**src/sgh_pkg.sv**
```systemverilog
`default_nettype none
package sgh_pkg;

	localparam int DEF_MAX_ROWS = 1024;
	localparam int DEF_MAX_DIMS = 64;
	localparam int DEF_COLUMNS  = 16;
	localparam int LANE_GROUP   = 8;

	localparam logic [23:0] ONE_Q23 = 24'h800000;

	localparam logic [2:0] OP_LOAD_SURPLUS = 3'd0;
	localparam logic [2:0] OP_LOAD_COORD   = 3'd1;
	localparam logic [2:0] OP_BEGIN        = 3'd2;
	localparam logic [2:0] OP_FACTOR       = 3'd3;
	localparam logic [2:0] OP_FINISH       = 3'd4;

	localparam logic [1:0] REG_DIMS  = 2'd0;
	localparam logic [1:0] REG_ROWS  = 2'd1;
	localparam logic [1:0] REG_FIRST = 2'd2;
	localparam logic [1:0] REG_LAST  = 2'd3;

	typedef struct packed {
		logic latch;
		logic wr_surplus;
		logic wr_coord;
		logic start_run;
		logic sweep;
		logic fc_sub;
		logic fac_read;
		logic hat_mul;
		logic w_mul;
		logic w_write;
		logic row_clr;
		logic row_rd;
		logic row_inc;
		logic col_init;
		logic s_rd;
		logic s_mul;
		logic acc_add;
		logic col_inc;
		logic k_clr;
		logic k_inc;
	} cmd_t;

	typedef struct packed {
		logic [2:0] op;
		logic       sweep_last;
		logic       fc_ge_pd;
		logic       row_end;
		logic       w_zero;
		logic       col_last;
		logic       emit_last;
		logic       range_empty;
	} sts_t;

endpackage
`default_nettype wire

```
**src/sgh_ctrl.sv**
```systemverilog
`default_nettype none
module sgh_ctrl (
	input  wire            clk,
	input  wire            arst_n,
	input  wire            in_valid,
	output logic           in_ready,
	input  wire            out_ready,
	output logic           out_valid,
	input  wire sgh_pkg::sts_t sts,
	output sgh_pkg::cmd_t  cmd
);
	import sgh_pkg::*;

	localparam logic [3:0] ST_IDLE     = 4'd0;
	localparam logic [3:0] ST_DISPATCH = 4'd1;
	localparam logic [3:0] ST_SWEEP    = 4'd2;
	localparam logic [3:0] ST_MOD      = 4'd3;
	localparam logic [3:0] ST_F_HAT    = 4'd4;
	localparam logic [3:0] ST_F_MUL    = 4'd5;
	localparam logic [3:0] ST_F_WR     = 4'd6;
	localparam logic [3:0] ST_FIN_ROW  = 4'd7;
	localparam logic [3:0] ST_FIN_W    = 4'd8;
	localparam logic [3:0] ST_FIN_RD   = 4'd9;
	localparam logic [3:0] ST_FIN_MUL  = 4'd10;
	localparam logic [3:0] ST_FIN_ACC  = 4'd11;
	localparam logic [3:0] ST_EMIT     = 4'd12;

	logic [3:0] state_q, state_d;

	always_ff @(posedge clk or negedge arst_n) begin
		if (!arst_n) begin
			state_q <= ST_SWEEP;
		end else begin
			state_q <= state_d;
		end
	end

	always_comb begin
		state_d   = state_q;
		cmd       = '0;
		in_ready  = 1'b0;
		out_valid = 1'b0;
		case (state_q)
			ST_IDLE: begin
				in_ready = 1'b1;
				if (in_valid) begin
					cmd.latch = 1'b1;
					state_d   = ST_DISPATCH;
				end
			end
			ST_DISPATCH: begin
				case (sts.op)
					OP_LOAD_SURPLUS: begin
						cmd.wr_surplus = 1'b1;
						state_d        = ST_IDLE;
					end
					OP_LOAD_COORD: begin
						cmd.wr_coord = 1'b1;
						state_d      = ST_IDLE;
					end
					OP_BEGIN: begin
						cmd.start_run = 1'b1;
						state_d       = ST_SWEEP;
					end
					OP_FACTOR: state_d = ST_MOD;
					OP_FINISH: begin
						if (sts.range_empty) begin
							state_d = ST_IDLE;
						end else begin
							cmd.row_clr = 1'b1;
							state_d     = ST_FIN_ROW;
						end
					end
					default: state_d = ST_IDLE;
				endcase
			end
			ST_SWEEP: begin
				cmd.sweep = 1'b1;
				if (sts.sweep_last) state_d = ST_IDLE;
			end
			ST_MOD: begin
				// reduce a stale count after the dimension count shrank
				if (sts.fc_ge_pd) begin
					cmd.fc_sub = 1'b1;
				end else begin
					cmd.fac_read = 1'b1;
					state_d      = ST_F_HAT;
				end
			end
			ST_F_HAT: begin
				cmd.hat_mul = 1'b1;
				state_d     = ST_F_MUL;
			end
			ST_F_MUL: begin
				cmd.w_mul = 1'b1;
				state_d   = ST_F_WR;
			end
			ST_F_WR: begin
				cmd.w_write = 1'b1;
				state_d     = ST_IDLE;
			end
			ST_FIN_ROW: begin
				if (sts.row_end) begin
					cmd.k_clr = 1'b1;
					state_d   = ST_EMIT;
				end else begin
					cmd.row_rd = 1'b1;
					state_d    = ST_FIN_W;
				end
			end
			ST_FIN_W: begin
				if (sts.w_zero) begin
					cmd.row_inc = 1'b1;
					state_d     = ST_FIN_ROW;
				end else begin
					cmd.col_init = 1'b1;
					state_d      = ST_FIN_RD;
				end
			end
			ST_FIN_RD: begin
				cmd.s_rd = 1'b1;
				state_d  = ST_FIN_MUL;
			end
			ST_FIN_MUL: begin
				cmd.s_mul = 1'b1;
				state_d   = ST_FIN_ACC;
			end
			ST_FIN_ACC: begin
				cmd.acc_add = 1'b1;
				if (sts.col_last) begin
					cmd.row_inc = 1'b1;
					state_d     = ST_FIN_ROW;
				end else begin
					cmd.col_inc = 1'b1;
					state_d     = ST_FIN_RD;
				end
			end
			ST_EMIT: begin
				out_valid = 1'b1;
				if (out_ready) begin
					if (sts.emit_last) begin
						state_d = ST_IDLE;
					end else begin
						cmd.k_inc = 1'b1;
					end
				end
			end
			default: state_d = ST_IDLE;
		endcase
	end

`ifndef SYNTHESIS
	a_one_at_a_time: assert property (@(posedge clk) disable iff (!arst_n)
		!(in_ready && out_valid))
		else $error("input taken while results pending");
	a_accept_dispatch: assert property (@(posedge clk) disable iff (!arst_n)
		(in_valid && in_ready) |=> state_q == ST_DISPATCH)
		else $error("accepted transaction not dispatched");
	a_emit_end: assert property (@(posedge clk) disable iff (!arst_n)
		(out_valid && out_ready && sts.emit_last) |=> state_q == ST_IDLE)
		else $error("run did not end after last result");
	a_sweep_blocks: assert property (@(posedge clk) disable iff (!arst_n)
		cmd.sweep |-> !in_ready)
		else $error("input taken during weight sweep");
`endif

endmodule
`default_nettype wire

```
**config.mk**
```make
export PLATFORM = sky130hd
export DESIGN_NAME = sgh_ctrl
export DESIGN_NICKNAME = d
export VERILOG_FILES = /design/src/sgh_pkg.sv /design/src/sgh_ctrl.sv
export SDC_FILE = /design/constraint.sdc
export NUM_CORES = 1
export LEC_CHECK = 0
export BUFFER_PORTS_ARGS = -buffer_cell sky130_fd_sc_hd__buf_2
export CORE_ASPECT_RATIO = 1.1
export CORE_UTILIZATION = 24
export CTS_CLUSTER_SIZE = 30
export DETAILED_ROUTE_END_ITERATION = 6
export GPL_TIMING_DRIVEN = 0
export PLACE_DENSITY = 0.55
export SLEW_MARGIN = 40
export SYNTH_ARGS = -nofsm -noshare
export SYNTH_HDL_FRONTEND = slang
export SYNTH_SLANG_ARGS = --single-unit
```
**constraint.sdc**
```tcl
create_clock -name clk -period 1.2 [get_ports clk]
set_input_delay 0.12 -clock clk [delete_from_list [all_inputs] [get_ports clk]]
set_output_delay 0.12 -clock clk [all_outputs]
set_load 0.05 [all_outputs]
```
==> reports/summary.txt, run 1 <==
Synth Warn # -> 0
Placed Area -> 968 um2
failing checks -> setup timing
Net Count, Synth -> 90
initial core utilization -> 0.265
f_max -> 0.611 GHz
fin util -> 0.684
CTS HTree Levels -> 1
Post-Route WL -> 1980 um
Final #Nets -> 149
layout cell share with drive strength beyond 1 -> 0.746
post-synth cell types -> 35
hold crit path type -> in2async
core area -> 2110 um2
Post-Synth XOR/XNOR Area -> 0
Port Buffers -> 35
LEAKAGE -> 0.618 nW
DP Wirelength -> 1340 um
post-layout min period -> 1640 ps
Largest Register -> state_q
flops & latches, synth -> 4
final setup violating endpoints -> 26
Area Overhead vs Synth -> 158%
Site Rows -> 17
Mean Syn Cell Area -> 7.34 um2
post-route cell area -> 1440 um2
initial antenna violation count -> 0
clk_lat worst skew -> 240 ps
clock root buffer master -> clkbuf_4
Max-Cap Viols -> 0
Routability Congestion -> 0.813
via count -> 788
Overall Global Routing Usage -> 0.180
Remaining DRCs -> 0
largest net degree at the start of global routing -> 11
adder-cell share of the synthesized area -> 0
nature of the critical path startpoint -> flip-flop
worst-path maximum fanout -> 5
CTS clk-pin slew, worst paths -> 40 ps
VDD IR max -> 1450 uV
CP Class -> reg2out
clock buffer count from CTS -> 3
mux contribution to synthesized area -> 0.0179
RSZ-0062 raised after global routing -> true
final period utilization -> 1.36
grt ovf -> 0
Worst Skew -> 11.3 ps
simple-gate share of the synthesized area -> 0.455
vias in the first global route -> 730
Top Ports -> 36
fillcell total -> 156
Worst-Margin Slew -> 257 ps
Power Total -> 3.02 mW
post-DR vias/cell -> 4.86
area of the die -> 2520 um2
CTS tree -> done
final hold violations -> 0
Cell Pwr Density -> 2090 nW/um2
Die X -> 48.0 um
Initial DRC Count -> 13
TritonRoute pass-1 iters -> 4
final setup margin -> -437 ps
clock sinks -> 4
biggest regs -> state_q: 4 flops
WL/cell -> 12.2 um
# diodes -> 0
CP Capture Type -> primary output
status -> finished with violations
Critical Path AT -> 1520 ps
Synth Area in Compound Gates -> 0.233
CTS Buffer Depth -> 2
main combinational cell family by area after synthesis -> simple AND/OR/NAND/NOR gates
die height -> 52.6 um
CP Data Required Time -> 1080 ps
Final ANT Viol Nets -> 0
post-synthesis sequential area ratio -> 0.182
cell area after synthesis -> 558 um2
Max Slew Vio Count -> 0
max FFs per register -> 4
first-pass GRT wire length -> 3120 um
Cells after Synth -> 76
worst rel slew slack -> 0.828
==> where the power goes <==
| part | internal, mW | switching [mW] |
|---|---|---|
| Clock | 0.125 | 0.0624 |
| Combinational | 1.23 | 1.37 |
| Sequential | 0.194 | 0.0345 |
| Total | 1.55 | 1.47 |
==> worst max-delay path, stage by stage (launching register included) <==
cell and delay [ps]:
dfstp_2 360, buf_6 120, or2_1 210, buf_6 140, nor4b_4 250, buf_6 190
==> logic make-up after synthesis <==
kind of cell,after synthesis
simple gates,46
buf+inv,9
compound gates,16
mux,1
flops,4
==> final timing paths <==
path / startpoint / slack (ps) / end / cells after the start
min: arst_n / 200 / state_q[3] / 2
max reg2reg: state_q[1] / -360 / state_q[0] / 8
min reg2reg: state_q[3] / 720 / state_q[3] / 3
max: state_q[1] / -440 / cmd[0] / 5
max in group asynchronous: arst_n / 780 / state_q[1] / 2
min in group clk: sts[6] / 200 / state_q[1] / 4
==> metrics by stage <==
step                      setup WS, ps  setup TNS, ps  hold WS, ps  std cells
after global placement            -436          -6400        -75.4        139
after global routing              -489         -10590          198        162
after detailed placement          -448          -6640        -72.7        139
final                             -437          -9170          199        162
after CTS                         -463          -9130          205        156
after floorplan                   -403          -5900         -176         76
==> cells in the mapped netlist (all sizes together) <==
library cell  count  area (um2)
a211oi            1        12.5
a21boi            1        7.51
a21oi             5        47.5
a31oi             2        12.5
and2              1        6.26
and3              1        6.26
buf               6        51.3
dfrtp             3        75.1
dfstp             1        26.3
inv               3        11.3
mux2i             1        10.0
nand2             5        18.8
nand2b            5        31.3
nand3             1        5.00
nand3b            1        7.51
nor2             15        58.8
nor2b             2        12.5
nor3              6        30.0
nor4              1        6.26
nor4b             4        41.3
o211a             1        10.0
o211ai            1        7.51
o21a              1        7.51
o21ai             2        10.0
o21bai            1        7.51
o31ai             1        7.51
or2               3        18.8
or3b              1        11.3
==> routing by layer <==
metal,vias to the layer above,share of wire,track usage
met3,2,0.035,0.0379
li1,386,-,-
met1,371,0.38,0.203
met5,-,0,0
met4,0,0.0071,0.0694
met2,29,0.58,0.318
==> cell type report <==
cell class	instances	area, um2	share of cell area
multi-input combinational	63	672	0.466
timing repair buffer	54	528	0.366
sequential	4	101	0.0703
buffer	6	67.6	0.0469
tap	28	35.0	0.0243
clock buffer	4	26.3	0.0182
inverter	3	11.3	0.00781
==> layout by cell type, fill, tap and decap left out, types with 2 or more instances in the layout <==
| master | instances |
|---|---|
| buf_12 | 2 |
| clkbuf_4 | 3 |
| a21oi_4 | 2 |
| buf_4 | 12 |
| nand2b_4 | 4 |
| dfrtp_1 | 3 |
| nor3_4 | 6 |
| a21oi_1 | 2 |
| buf_6 | 24 |
| nor4b_4 | 3 |
| buf_2 | 13 |
| buf_8 | 8 |
| nand2_1 | 3 |
| a31oi_1 | 2 |
| nor2_4 | 10 |
| inv_1 | 3 |
| nor2_1 | 4 |
==> what timing repair did <==
item	CTS	global route
setup endpoints to repair	26	26
hold buffers	1	0
resized for setup	64	16
buffers inserted	12	6
pin swaps	7	10
hold endpoints to repair	4	0
Power figures use the tool's default switching activity.
==> inputs of run 2 (changes only) <==
--- a/config.mk
+++ b/config.mk
@@ -11,7 +11,7 @@
 export CTS_CLUSTER_SIZE = 30
 export DETAILED_ROUTE_END_ITERATION = 6
 export GPL_TIMING_DRIVEN = 0
-export PLACE_DENSITY = 0.55
+export PLACE_DENSITY = 0.53
 export SLEW_MARGIN = 40
 export SYNTH_ARGS = -nofsm -noshare
 export SYNTH_HDL_FRONTEND = slang
==> constraint.sdc (replaced) <==
create_clock -name clk -period 1.6 [get_ports clk]
set_input_delay 0.16 -clock clk [delete_from_list [all_inputs] [get_ports clk]]
set_output_delay 0.16 -clock clk [all_outputs]
set_load 0.05 [all_outputs]
==> reports/summary.txt, run 2 (synthesized netlist as in run 1, its figures left out) <==
register-to-register setup slack -> 40 ps (was -360 ps)
Final #Nets -> 139 (was 149)
max FFs per register -> 4 (unchanged)
CP Class -> reg2out (unchanged)
fin util -> 0.566 (was 0.684)
Routability Congestion -> 0.810 (was 0.813)
f_max -> 0.581 GHz
Cell Pwr Density -> 1570 nW/um2 (was 2090 nW/um2)
Die X -> 48.0 um (unchanged)
Max Slew Vio Count -> 0 (unchanged)
Site Rows -> 17 (unchanged)
CP Data Required Time -> 1440 ps (was 1080 ps)
CP Capture Type -> primary output (unchanged)
clock buffer count from CTS -> 3 (unchanged)
biggest regs -> state_q: 4 flops (unchanged)
worst rel slew slack -> 0.821 (was 0.828)
post-layout min period -> 1720 ps
initial antenna violation count -> 0 (unchanged)
nature of the critical path startpoint -> flip-flop (unchanged)
Worst-Margin Slew -> 268 ps (was 257 ps)
first-pass GRT wire length -> 2710 um (was 3120 um)
# diodes -> 0 (unchanged)
hold crit path type -> in2reg (was in2async)
Hold Path Stages -> 4
most common cell after layout, fill and taps aside -> buf_6 (unchanged)
TritonRoute pass-1 iters -> 4 (unchanged)
post-DR vias/cell -> 4.79 (was 4.86)
Port Buffers -> 35 (unchanged)
final setup violating endpoints -> 8 (was 26)
pre-CTS setup slack -> -32.3 ps (was -448 ps)
Worst Skew -> 1.06 ps (was 11.3 ps)
grt ovf -> 0 (unchanged)
clock root buffer master -> clkbuf_4 (unchanged)
CTS Buffer Depth -> 2 (unchanged)
Area Overhead vs Synth -> 114% (was 158%)
clk_lat worst skew -> 240 ps (about the same)
area occupied by multi-input gates -> 564 um2 (was 672 um2)
CTS tree -> done (unchanged)
most frequent cells in the layout -> buf_6, buf_2, buf_4 (unchanged)
failing checks -> setup timing (unchanged)
worst r2r src -> state_q[1] (unchanged)
DP Wirelength -> 1250 um (was 1340 um)
LEAKAGE -> 0.507 nW (was 0.618 nW)
die height -> 52.6 um (unchanged)
CTS clk-pin slew, worst paths -> 40 ps (about the same)
CTS HTree Levels -> 1 (unchanged)
clock sinks -> 4 (unchanged)
core area -> 2110 um2 (unchanged)
hold_ws -> 231 ps (was 199 ps)
final period utilization -> 1.08
worst-path maximum fanout -> 7 (was 5)
layout cell share with drive strength beyond 1 -> 0.685 (was 0.746)
fillcell total -> 192 (was 156)
Remaining DRCs -> 0 (unchanged)
Post-Route WL -> 1970 um (was 1980 um)
largest net degree at the start of global routing -> 11 (unchanged)
RSZ-0062 raised after global routing -> true (unchanged)
reg2reg end -> state_q[2] (was state_q[0])
Crit. Startpoint -> state_q[1] (unchanged)
Sequential Area -> 101 um2 (unchanged)
Top Ports -> 36 (unchanged)
status -> finished with violations (unchanged)
Max-Cap Viols -> 0 (unchanged)
via count -> 728 (was 788)
Largest Register -> state_q (unchanged)
final setup margin -> -122 ps (was -437 ps)
initial core utilization -> 0.265 (unchanged)
min-delay src -> sts[6]
area of the die -> 2520 um2 (unchanged)
Final ANT Viol Nets -> 0 (unchanged)
R2R depth -> 6 (was 8)
VDD IR max -> 795 uV (was 1450 uV)
Initial DRC Count -> 4 (was 13)
WL/cell -> 12.9 um (was 12.2 um)
Overall Global Routing Usage -> 0.152 (was 0.180)
Worst Hold End -> state_q[1]
vias in the first global route -> 654 (was 730)
final hold violations -> 0 (unchanged)
Critical Path AT -> 1560 ps (was 1520 ps)
run 2: repair_timing:
action | CTS | global route
pin swaps | 1 | 7
gates resized for setup | 29 | 48
endpoints found under the setup margin | 18 | 22
hold buffers | 1 | 0
setup buffers | 2 | 6
endpoints found under the hold margin | 4 | 0
run 2: layout make-up:
cell class,count,share of cell area
plain buffers,6,0.0567
well taps,28,0.0294
clock buffers,4,0.0220
inverters,3,0.00944
multi-input cells,63,0.473
flip-flops and latches,4,0.0850
repair buffers,44,0.324
run 2: report_power, final:
group	switching, mW	internal [mW]
sequential	0.0289	0.146
clock	0.0481	0.0940
combinational	0.874	0.678
total	0.951	0.918
run 2: worst max path at each step:
stage                    to  slack, ps  cells past startpoint
CTS                  cmd[0]       -130                      5
floorplan           cmd[13]       -430                      3
finish               cmd[0]       -120                      5
detailed placement  cmd[16]        -30                      5
global route         cmd[0]       -160                      5
global placement    cmd[17]          1                      5
run 2: metrics by stage:
| stage | total power, mW | instances | TNS [ps] | cell area [um2] |
|---|---|---|---|---|
| 2_1_floorplan | 1.05 | 76 | -2570 | 629 |
| 3_3_place_gp | 1.25 | 139 | 0 | 840 |
| 3_5_place_dp | 1.26 | 139 | -57.6 | 840 |
| 4_1_cts | 1.52 | 146 | -714 | 977 |
| 5_1_grt | 1.97 | 152 | -1020 | 1190 |
| 6_report | 1.87 | 152 | -412 | 1190 |
run 2: critical path, stage by stage, from the launching register on:
cell	delay [ps]
dfstp_2	370
buf_6	130
or2_1	210
buf_6	150
nor4b_4	270
buf_6	200
run 2: routing by layer:
| layer | share of wire | routed length (um) | vias to the layer above | global-route usage |
|---|---|---|---|---|
| li1 | - | - | 364 | - |
| met1 | 0.41 | 801 | 340 | 0.191 |
| met2 | 0.56 | 1100 | 24 | 0.255 |
| met3 | 0.036 | 70 | 0 | 0 |
| met4 | 0 | 0 | 0 | 0.0833 |
| met5 | 0 | 0 | - | 0 |
